==> config.mk <==
export PLATFORM = sky130hd
export DESIGN_NAME = nav_bit_frame_finder_top_flat
export DESIGN_NICKNAME = d
export VERILOG_FILES = /design/src/hdl/nbff_pkg.sv /design/src/hdl/nbff_if.sv /design/src/hdl/nav_bit_frame_finder_top.sv /design/src/flat_wrapper.sv
export SDC_FILE = /design/constraint.sdc
export NUM_CORES = 1
export LEC_CHECK = 0
export BUFFER_PORTS_ARGS = -buffer_cell sky130_fd_sc_hd__buf_2
export CORE_MARGIN = 2
export CORE_UTILIZATION = 58
export DETAILED_ROUTE_END_ITERATION = 10
export MAX_ROUTING_LAYER = met4
export PLACE_DENSITY = 0.79
export SYNTH_ARGS = -nofsm -noshare
export SYNTH_HDL_FRONTEND = slang
export SYNTH_SLANG_ARGS = --single-unit
==> constraint.sdc <==
create_clock -name clk_i -period 2.8 [get_ports clk_i]
set_input_delay 0.42 -clock clk_i [delete_from_list [all_inputs] [get_ports clk_i]]
set_output_delay 0.42 -clock clk_i [all_outputs]
set_load 0.05 [all_outputs]
==> src/hdl/nbff_pkg.sv <==
// Shared types and constants for the navigation bit frame finder.
// No dependencies; used by the interfaces and the top level.
`default_nettype none

package nbff_pkg;

  localparam int unsigned ByteW  = 8;
  localparam int unsigned CountW = 10;
  localparam int unsigned KindW  = 2;
  localparam int unsigned CfgIdxW = 2;
  localparam int unsigned CfgDataW = CountW;

  localparam logic [ByteW-1:0]  PreambleReset  = 8'h8B;
  localparam logic [CountW-1:0] FrameBitsReset = 10'd300;
  localparam logic [CountW-1:0] PreambleBits   = 10'd8;

  typedef enum logic [KindW-1:0] {
    KindPreamble = 2'd0,
    KindData     = 2'd1,
    KindFinal    = 2'd2
  } kind_e;

  typedef enum logic [CfgIdxW-1:0] {
    RegPreamble  = 2'd0,
    RegFrameBits = 2'd1
  } cfg_reg_e;

endpackage

`default_nettype wire

==> src/hdl/nbff_if.sv <==
// Channel interfaces of the navigation bit frame finder: bit input, result
// output and configuration write. Depends on nbff_pkg.
`default_nettype none

interface nbff_in_if;
  logic valid;
  logic ready;
  logic data_bit;

  modport source (output valid, output data_bit, input ready);
  modport sink   (input valid, input data_bit, output ready);
endinterface

interface nbff_out_if;
  logic                           valid;
  logic                           ready;
  logic [nbff_pkg::KindW-1:0]     kind;
  logic [nbff_pkg::ByteW-1:0]     byte_value;
  logic                           frame_end;

  modport source (output valid, output kind, output byte_value, output frame_end,
                  input ready);
  modport sink   (input valid, input kind, input byte_value, input frame_end,
                  output ready);
endinterface

interface nbff_cfg_if;
  logic                            valid;
  logic                            ready;
  logic [nbff_pkg::CfgIdxW-1:0]    index;
  logic [nbff_pkg::CfgDataW-1:0]   data;

  modport source (output valid, output index, output data, input ready);
  modport sink   (input valid, input index, input data, output ready);
endinterface

`default_nettype wire

==> src/hdl/nav_bit_frame_finder_top.sv <==
// Navigation bit frame finder top level: preamble search, byte assembly and
// frame end handling. Depends on nbff_pkg and the interfaces in nbff_if.sv.
//
// One data bit is taken per clock cycle. The shift register, frame counter
// and preamble compare update in the cycle a bit is accepted, and any result
// lands in a single output register at that same clock edge. Input ready drops only
// while that register holds a result the sink has not taken, so throughput
// is one bit per cycle whenever the sink keeps up. Configuration writes are
// always accepted; indexes past the frame length register are ignored.
`default_nettype none

module nav_bit_frame_finder_top (
  input  wire logic  clk_i,
  input  wire logic  rst_ni,
  nbff_in_if.sink    in_ch,
  nbff_out_if.source out_ch,
  nbff_cfg_if.sink   cfg_ch
);

  logic [nbff_pkg::ByteW-1:0]  preamble_q;
  logic [nbff_pkg::CountW-1:0] frame_bits_q;

  logic [nbff_pkg::ByteW-1:0]  shift_q, shift_d;
  logic [nbff_pkg::CountW-1:0] count_q, count_d;
  logic                        in_frame_q, in_frame_d;

  logic                        out_valid_q;
  nbff_pkg::kind_e             kind_q, kind_d;
  logic [nbff_pkg::ByteW-1:0]  value_q, value_d;
  logic                        end_q, end_d;
  logic                        emit;

  logic                        in_acc;
  logic                        cfg_acc;
  logic [nbff_pkg::ByteW-1:0]  next_byte;
  logic [nbff_pkg::CountW-1:0] count_inc;
  logic [2:0]                  align;

  assign in_ch.ready  = !out_valid_q || out_ch.ready;
  assign in_acc       = in_ch.valid && in_ch.ready;
  assign cfg_ch.ready = 1'b1;
  assign cfg_acc      = cfg_ch.valid;

  assign next_byte = {shift_q[nbff_pkg::ByteW-2:0], in_ch.data_bit};
  assign count_inc = count_q + nbff_pkg::CountW'(1);
  // 8 - (len mod 8), which wraps to zero for a whole last byte
  assign align     = 3'd0 - frame_bits_q[2:0];

  always_comb begin
    shift_d    = shift_q;
    count_d    = count_q;
    in_frame_d = in_frame_q;
    emit       = 1'b0;
    kind_d     = nbff_pkg::KindData;
    value_d    = next_byte;
    end_d      = 1'b0;
    if (!in_frame_q) begin
      shift_d = next_byte;
      if (next_byte == preamble_q) begin
        in_frame_d = 1'b1;
        count_d    = nbff_pkg::PreambleBits;
        emit       = 1'b1;
        kind_d     = nbff_pkg::KindPreamble;
      end
    end else if (count_inc == frame_bits_q) begin
      in_frame_d = 1'b0;
      shift_d    = '0;
      count_d    = '0;
      emit       = 1'b1;
      kind_d     = nbff_pkg::KindFinal;
      value_d    = next_byte << align;
      end_d      = 1'b1;
    end else begin
      shift_d = next_byte;
      count_d = count_inc;
      emit    = (count_inc[2:0] == 3'd0);
    end
  end

  always_ff @(posedge clk_i or negedge rst_ni) begin
    if (!rst_ni) begin
      preamble_q   <= nbff_pkg::PreambleReset;
      frame_bits_q <= nbff_pkg::FrameBitsReset;
    end else if (cfg_acc) begin
      unique case (nbff_pkg::cfg_reg_e'(cfg_ch.index))
        nbff_pkg::RegPreamble:  preamble_q   <= cfg_ch.data[nbff_pkg::ByteW-1:0];
        nbff_pkg::RegFrameBits: frame_bits_q <= cfg_ch.data;
        default: ;
      endcase
    end
  end

  always_ff @(posedge clk_i or negedge rst_ni) begin
    if (!rst_ni) begin
      shift_q     <= '0;
      count_q     <= '0;
      in_frame_q  <= 1'b0;
      out_valid_q <= 1'b0;
    end else begin
      if (in_acc) begin
        shift_q    <= shift_d;
        count_q    <= count_d;
        in_frame_q <= in_frame_d;
      end
      if (in_ch.ready) begin
        out_valid_q <= in_acc && emit;
      end
    end
  end

  always_ff @(posedge clk_i) begin
    if (in_acc && emit) begin
      kind_q  <= kind_d;
      value_q <= value_d;
      end_q   <= end_d;
    end
  end

  assign out_ch.valid      = out_valid_q;
  assign out_ch.kind       = kind_q;
  assign out_ch.byte_value = value_q;
  assign out_ch.frame_end  = end_q;

  // frame end only ever rides on the final byte
  a_end_is_final: assert property (@(posedge clk_i) disable iff (!rst_ni)
    out_valid_q && end_q |-> kind_q == nbff_pkg::KindFinal)
    else $error("frame end on non-final result");

  // preamble match while searching enters the frame with the count at 8
  a_sync_entry: assert property (@(posedge clk_i) disable iff (!rst_ni)
    in_acc && !in_frame_q && next_byte == preamble_q
    |=> in_frame_q && count_q == nbff_pkg::PreambleBits && out_valid_q
        && kind_q == nbff_pkg::KindPreamble)
    else $error("preamble match did not enter frame");

  // leaving the frame always posts the final result and clears the state
  a_frame_exit: assert property (@(posedge clk_i) disable iff (!rst_ni)
    $fell(in_frame_q) |-> out_valid_q && end_q && count_q == '0 && shift_q == '0)
    else $error("frame left without final result");

  // a stalled result is never overwritten by a new bit
  a_no_overrun: assert property (@(posedge clk_i) disable iff (!rst_ni)
    out_valid_q && !out_ch.ready |-> !in_acc)
    else $error("bit accepted while result stalled");

endmodule

`default_nettype wire

==> src/flat_wrapper.sv <==
// flat-port wrapper written by rule: the top's interface ports become plain ports
module nav_bit_frame_finder_top_flat 
  (clk_i, rst_ni, in_ch_valid, in_ch_data_bit, in_ch_ready, out_ch_valid, out_ch_kind, out_ch_byte_value, out_ch_frame_end, out_ch_ready, cfg_ch_valid, cfg_ch_index, cfg_ch_data, cfg_ch_ready);
  nbff_in_if in_ch_i ();
  nbff_out_if out_ch_i ();
  nbff_cfg_if cfg_ch_i ();
  input  wire logic clk_i;
  input  wire logic rst_ni;
  input wire logic [$bits(in_ch_i.valid)-1:0] in_ch_valid;
  input wire logic [$bits(in_ch_i.data_bit)-1:0] in_ch_data_bit;
  output wire logic [$bits(in_ch_i.ready)-1:0] in_ch_ready;
  output wire logic [$bits(out_ch_i.valid)-1:0] out_ch_valid;
  output wire logic [$bits(out_ch_i.kind)-1:0] out_ch_kind;
  output wire logic [$bits(out_ch_i.byte_value)-1:0] out_ch_byte_value;
  output wire logic [$bits(out_ch_i.frame_end)-1:0] out_ch_frame_end;
  input wire logic [$bits(out_ch_i.ready)-1:0] out_ch_ready;
  input wire logic [$bits(cfg_ch_i.valid)-1:0] cfg_ch_valid;
  input wire logic [$bits(cfg_ch_i.index)-1:0] cfg_ch_index;
  input wire logic [$bits(cfg_ch_i.data)-1:0] cfg_ch_data;
  output wire logic [$bits(cfg_ch_i.ready)-1:0] cfg_ch_ready;
  assign in_ch_i.valid = in_ch_valid;
  assign in_ch_i.data_bit = in_ch_data_bit;
  assign in_ch_ready = in_ch_i.ready;
  assign out_ch_valid = out_ch_i.valid;
  assign out_ch_kind = out_ch_i.kind;
  assign out_ch_byte_value = out_ch_i.byte_value;
  assign out_ch_frame_end = out_ch_i.frame_end;
  assign out_ch_i.ready = out_ch_ready;
  assign cfg_ch_i.valid = cfg_ch_valid;
  assign cfg_ch_i.index = cfg_ch_index;
  assign cfg_ch_i.data = cfg_ch_data;
  assign cfg_ch_ready = cfg_ch_i.ready;
  nav_bit_frame_finder_top u_core (.clk_i(clk_i), .rst_ni(rst_ni), .in_ch(in_ch_i), .out_ch(out_ch_i), .cfg_ch(cfg_ch_i));
endmodule
==> results of run 1 <==
[report_power, final]
group	total, mW	internal, mW	switching, mW
sequential	1.12	0.900	0.220
clock	0.512	0.270	0.242
combinational	1.02	0.435	0.580
[routing by layer]
metal	vias to the layer above	wire length [um]	track usage
li1	993	-	-
met1	972	2485	0.3120
met2	68	2583	0.3433
met3	2	287	0.04558
met4	0	14	0.06584
met5	-	0	-
[cell families (layout without fill, tap and decap cells)]
| family | Yosys count | count (layout) | synth area share |
|---|---|---|---|
| AOI/OAI and AO/OA | 55 | 55 | 0.1428 |
| buffers and inverters | 22 | 52 | 0.04609 |
| xor gates and xnor gates | 22 | 22 | 0.07456 |
| and+or+nand+nor | 85 | 85 | 0.1654 |
| muxes | 24 | 24 | 0.1098 |
| DFF | 47 | 47 | 0.4465 |
| other | 1 | 1 | 0.001354 |
| adders and majority gates | 3 | 3 | 0.01356 |
[synth_stat cells (all sizes together) (5+ instances only)]
master / n
dfrtp: 29
nand2: 28
mux2: 19
nor2: 14
o21ai: 14
xnor2: 14
edfxtp: 10
a21oi: 9
buf: 8
dfstp: 8
nand3: 8
clkbuf: 7
inv: 7
nor3: 7
xor2: 7
nand4: 6
o22ai: 5
or3: 5
[flip-flops by register name, indices dropped and copies added, names as in the netlist]
name,flops
u_core.shift_q,7
u_core.preamble_q,8
u_core.in_frame_q,1
u_core.out_ch.valid,1
u_core.out_ch.frame_end,1
u_core.frame_bits_q,10
u_core.out_ch.byte_value,8
u_core.out_ch.kind,1
u_core.count_q,10
[worst max-delay path by stage]
stage                        start                     endpoint  cells after the start
2_1_floorplan  u_core.out_ch.valid  u_core.out_ch.byte_value[0]                      6
3_3_place_gp     u_core.count_q[2]            u_core.count_q[4]                      8
3_5_place_dp     u_core.count_q[2]            u_core.count_q[4]                      8
4_1_cts          u_core.count_q[2]            u_core.count_q[4]                      8
5_1_grt          u_core.count_q[2]            u_core.count_q[4]                      8
6_report         u_core.count_q[2]            u_core.count_q[4]                      8
[per-stage QoR]
step / setup slack, ps / utilization / cell area, um2
detailed placement: 175.1 / 0.6311 / 2942
CTS: 159.5 / 0.6556 / 3055
floorplan: 99.84 / - / 2773
global placement: 283.2 / 0.6311 / 2942
global route: 5.814 / 0.6556 / 3055
finish: 129.4 / 0.6556 / 3055
[critical path, stage by stage, from the launching register on]
cell and delay (ps):
dfrtp_1 490, nand3_1 280, or3_4 460, a2111oi_4 360
o21ai_2 140, o211ai_2 280, buf_4 220, nor3_1 60
a211o_1 270
[area by class of cell]
| cell class | instances | area, um2 |
|---|---|---|
| multi-input combinational | 190 | 1409 |
| tap | 54 | 67.56 |
| timing repair buffer | 37 | 202.7 |
| inverter | 7 | 26.28 |
| sequential | 47 | 1236 |
| clock buffer | 5 | 68.82 |
| fill | 354 | 1605 |
| clock inverter | 3 | 45.04 |
==> reports/qor.csv, run 1 <==
stage,metric,value,unit
outcome,run status,completed,
critical_path,CP max FO,9,
yosys,most common flop cell mapped by yosys,dfrtp_1,
yosys,Synth Instances,259,
final_layout,Synth-to-Final Area Change,10.35,%
cts,CTS Hold Buffers Added,0,
yosys,Mapped Nets,280,
cts,Setup Buffers After CTS,0,
global_routing,pin count of the biggest net entering global routing,38,
route,drt via density,5.933,
sta,Tmin final,2671,ps
critical_path,Required @ worst endpoint,2990,ps
sta,"Hold Vio Cnt, Final",0,
cts,worst skew pair latency,310,ps
critical_path,CP endpoint kind,flop,
yosys,"EDFF count, synth",10,
global_routing,vias in the first global route,1876,
route,DRT iter0 DRCs,73,
critical_path,worst reg2reg path depth,8,
final_layout,Layout Cells excl Fill,343,
die,num ports,32,
placement,placed wire-length estimate,3.990,mm
critical_path,r2r startpoint,u_core.count_q[2],
critical_path,worst reg2reg endpoint,u_core.count_q[4],
die,Die ar.,5343,um2
die,die height,73.10,um
cts,Root Buffer,clkbuf_8,
cts,CTS tree,built,
final_layout,nets,309,
die,Die W,73.10,um
yosys,"flops & latches, synth",47,
route,first-pass detailed-route iteration total,5,
placement,GPL Wtd Cong,0.9120,
cts,clk sink count,47,
global_routing,Tot GR Track Use,0.2272,
yosys,synth top area cells,"dfrtp_1, edfxtp_1, mux2_2, dfstp_2, xnor2_1",
sta,setup TNS,0,ps
die,row count,25,
yosys,post-synthesis async set-or-reset flop share,0.7872,
job,Max Cap Viol,0,
cts,CTS max path bufs,2,
final_layout,"commonest non-fill, non-tap cells in the layout","buf_2, dfrtp_1, nand2_1, mux2_2",
route,final WL,5.371,mm
sta,hold slack,197.6,ps
global_routing,first-pass GRT wire length,9.087,mm
yosys,Synth Area per Inst,10.69,um2
global_routing,grt ovf,0,
sta,endpoints failing setup,0,
cts,clk slew on worst S/H paths,100,ps
sta,post-route clock skew,11.86,ps
sta,Worst slew margin,0.2500,
placement,Inst Count DP,335,
route,Wirelength per Cell,15.66,um
route,vias,2035,
placement,PortBufs,30,
die,Initial Utilization,0.5941,
global_routing,initial antenna violation count,0,
sta,Pins Over Slew Limit,0,
sta,fmax,0.3745,GHz
die,core area,4661,um2
cts,H-tree levels,2,
power,peak supply drop,0.4035,mV
hold_path,worst min path class,input pin to async pin,
power,pwr/cell area,866.7,nW/um2
critical_path,Setup Crit Path Kind,flop to flop,
cts,PostCTS Resize Cnt,0,
yosys,cell taking the most area after synthesis,dfrtp_1,
final_layout,# diodes,0,
yosys,number of library cell types mapped by synthesis,59,
power,P_leak,1.264,nW
yosys,sequential share of the synthesized area,0.4465,
sta,worst-margin pin slew,1113,ps
route,Remaining DRCs,0,
yosys,Post-Syn Area,2769,um2
sta,RSZ-0062 raised after global routing,no,
yosys,Yosys top cell area share,0.2621,
power,power consumption,2.648,mW
sta,period utilisation layout,0.9538,
critical_path,element type at the critical path start,flop,
cts,Num CTS Buffers,5,
final_layout,share of cells above drive strength 1,0.3045,
critical_path,Worst Path Arrival,2860,ps
critical_path,R2R Setup Slk,130,ps
yosys,Yosys warning count,0,
route,Final ANT Viol Nets,0,
final_layout,"commonest non-fill, non-tap cell in the layout",buf_2,
Power figures use the tool's default switching activity.
==> run 2, diff against run 1 <==
- ABC_AREA: unset -> 1
- CORE_UTILIZATION: 58 -> 52
- PLACE_DENSITY: 0.79 -> 0.75
- clock period: 2.8 -> 2.4 ns (I/O delays scaled with it)
==> run 2 against run 1 <==
Cell count is 36% higher. Cell area down 1.4%. Synthesized cell count is 41% higher. Wire length rose by 11%. Critical path depth increased by 5. Worst setup slack gained 130 ps. Critical path type unchanged. Largest cell class unchanged. Highest routed layer unchanged.
==> reports/qor.csv, run 2 <==
stage,metric,value,unit,change
outcome,run status,completed,,unchanged
critical_path,CP endpoint kind,flop,,unchanged
yosys,Mapped Nets,387,,was 280
yosys,"flops & latches, synth",47,,unchanged
cts,CTS tree,built,,unchanged
die,core area,5042,um2,was 4661 um2
critical_path,worst reg2reg endpoint,u_core.out_ch.frame_end,,was u_core.count_q[4]
route,drt via density,5.000,,was 5.933
yosys,Synth Area per Inst,7.353,um2,was 10.69 um2
power,power consumption,2.628,mW,was 2.648 mW
sta,fmax,0.4673,GHz,was 0.3745 GHz
sta,Worst slew margin,0.4551,,was 0.2500
cts,Root Buffer,clkbuf_8,,unchanged
yosys,post-synthesis async set-or-reset flop share,0.7872,,unchanged
yosys,Post-Syn Area,2691,um2,was 2769 um2
placement,GPL Wtd Cong,0.9396,,was 0.9120
critical_path,Setup Crit Path Kind,flop to flop,,unchanged
placement,PortBufs,30,,unchanged
route,first-pass detailed-route iteration total,4,,was 5
global_routing,first-pass GRT wire length,10.56,mm,was 9.087 mm
power,pwr/cell area,872.1,nW/um2,was 866.7 nW/um2
final_layout,"commonest non-fill, non-tap cell in the layout",nand2_1,,was buf_2
critical_path,element type at the critical path start,flop,,unchanged
job,Max Cap Viol,0,,unchanged
yosys,Synth Instances,366,,was 259
yosys,commonest cells in the netlist,"nand2_1, inv_1, o21ai_0, dfrtp_1, nand3_1",,"was dfrtp_1, nand2_1, mux2_2, nor2_1, xnor2_1"
final_layout,nets,418,,was 309
yosys,cell taking the most area after synthesis,dfrtp_1,,unchanged
sta,Pins Over Slew Limit,0,,unchanged
sta,setup TNS,0,ps,unchanged
yosys,synth top area cells,"dfrtp_1, nand2_1, edfxtp_1, dfstp_2, o21ai_0",,"was dfrtp_1, edfxtp_1, mux2_2, dfstp_2, xnor2_1"
cts,H-tree levels,2,,unchanged
route,Final ANT Viol Nets,0,,unchanged
cts,CTS max path bufs,2,,unchanged
critical_path,CP max FO,6,,was 9
sta,worst-margin pin slew,817.3,ps,was 1113 ps
critical_path,Required @ worst endpoint,2420,ps,was 2990 ps
yosys,"EDFF count, synth",10,,unchanged
route,Remaining DRCs,0,,unchanged
yosys,most common flop cell mapped by yosys,dfrtp_1,,unchanged
global_routing,initial antenna violation count,0,,unchanged
final_layout,Synth-to-Final Area Change,11.95,%,was 10.35%
die,die height,75.94,um,was 73.10 um
yosys,number of library cell types mapped by synthesis,34,,was 59
hold_path,worst min path class,input pin to async pin,,unchanged
die,row count,26,,was 25
cts,worst skew pair latency,300,ps,was 310 ps
yosys,sequential share of the synthesized area,0.4593,,was 0.4465
final_layout,# diodes,0,,unchanged
global_routing,vias in the first global route,2187,,was 1876
critical_path,worst reg2reg path depth,13,,was 8
sta,hold slack,140.0,ps,was 197.6 ps
global_routing,pin count of the biggest net entering global routing,38,,unchanged
sta,post-route clock skew,8.457,ps,was 11.86 ps
critical_path,R2R Setup Slk,260,ps,was 130 ps
yosys,Yosys warning count,0,,unchanged
critical_path,r2r startpoint,u_core.count_q[0],,was u_core.count_q[2]
cts,clk slew on worst S/H paths,100,ps,about the same
die,num ports,32,,unchanged
route,final WL,5.971,mm,was 5.371 mm
route,DRT iter0 DRCs,163,,was 73
route,Wirelength per Cell,12.76,um,was 15.66 um
critical_path,Worst Path Arrival,2160,ps,was 2860 ps
die,Initial Utilization,0.5337,,was 0.5941
cts,clk sink count,47,,unchanged
die,Die ar.,5767,um2,was 5343 um2
route,vias,2340,,was 2035
sta,Tmin final,2140,ps,was 2671 ps
final_layout,"commonest non-fill, non-tap cells in the layout","nand2_1, inv_1, o21ai_0, buf_2, dfrtp_1",,"was buf_2, dfrtp_1, nand2_1, mux2_2"
die,Die W,75.94,um,was 73.10 um
global_routing,grt ovf,0,,unchanged
placement,placed wire-length estimate,4.340,mm,was 3.990 mm
sta,RSZ-0062 raised after global routing,no,,unchanged
cts,Num CTS Buffers,5,,unchanged
yosys,Yosys top cell area share,0.2696,,was 0.2621
global_routing,Tot GR Track Use,0.2325,,was 0.2272
power,P_leak,1.445,nW,was 1.264 nW
cts,CTS Hold Buffers Added,0,,unchanged
final_layout,largest registers,"u_core.count_q (10), u_core.frame_bits_q (10)",,unchanged
power,peak supply drop,0.5431,mV,was 0.4035 mV
sta,endpoints failing setup,0,,unchanged
sta,"Hold Vio Cnt, Final",0,,unchanged
final_layout,share of cells above drive strength 1,0.1633,,was 0.3045
yosys,"count leader, synth",nand2_1,,was dfrtp_1
sta,period utilisation layout,0.8916,,was 0.9538
## run 2: changes by cell type in the layout (fill, tap and decap cells not counted), sizes merged, moves of 10 or more
cell   change
inv       +31
mux2      -19
nand2    +112
nand3     +19
o21ai     +26
xnor2     -10
## run 2: cell families after synthesis
family,Yosys count,synth area share
AOI/OAI and AO/OA,51,0.1004
muxes,2,0.007439
buffers and inverters,52,0.07995
and+or+nand+nor,205,0.3212
other,1,0.001393
xor gates and xnor gates,5,0.01627
DFF,47,0.4593
adders and majority gates,3,0.01395
## run 2: layer usage
layer,track usage,wire (um),up-vias
met3,0.04167,315,9
met2,0.3375,2621,63
met5,-,0,-
met4,0.06182,104,0
li1,-,-,1242
met1,0.3396,2931,1026
## run 2: critical path, cell delays in order, from the launching register on
cell and delay, ps:
dfrtp_2 450, ha_1 350, inv_1 50, nand2_1 50, nand3_1 100, nor2_1 110, nand2_1 60, inv_1 50
nand2_1 40, nor2_1 110, nand3_1 120, nand3_1 110, nand2_2 110, clkinvlp_4 140
## run 2: final cells by class
cell class / count / area, um2
fillers: 481 / 2029
multi-input cells: 267 / 1250
flip-flops and latches: 47 / 1237
repair buffers: 34 / 180.2
inverters: 41 / 158.9
well taps: 70 / 87.58
clock buffers: 5 / 68.82
clock inverters: 3 / 22.52
repair inverters: 1 / 7.507
## run 2: how the worst max path moves through the flow
stage                        start                     endpoint  cells past startpoint
6_report         u_core.count_q[0]      u_core.out_ch.frame_end                     13
4_1_cts          u_core.count_q[0]      u_core.out_ch.frame_end                     13
5_1_grt          u_core.count_q[0]  u_core.out_ch.byte_value[0]                     13
2_1_floorplan  u_core.out_ch.valid  u_core.out_ch.byte_value[0]                      6
3_5_place_dp     u_core.count_q[0]  u_core.out_ch.byte_value[7]                     13
3_3_place_gp     u_core.count_q[0]  u_core.out_ch.byte_value[5]                     14
## run 2: timing repair
item	4_1_cts	5_1_grt
setup endpoints to repair	0	11
setup buffers	0	0
gates resized for setup	0	6
## run 2: stage by stage
step / cells / cell area [um2] / util / worst slack (ps)
after global routing: 468 / 3013 / 0.5975 / 51.93
after floorplan: 366 / 2694 / - / 183.4
final: 468 / 3013 / 0.5975 / 260.3
after global placement: 459 / 2902 / 0.5754 / 189.0
after CTS: 467 / 2993 / 0.5935 / 68.28
after detailed placement: 459 / 2902 / 0.5754 / 77.94
## run 2: where the power goes
group,internal (mW),switching (mW)
logic,0.320,0.622
registers,1.00,0.176
clock network,0.211,0.295
total,1.53,1.09
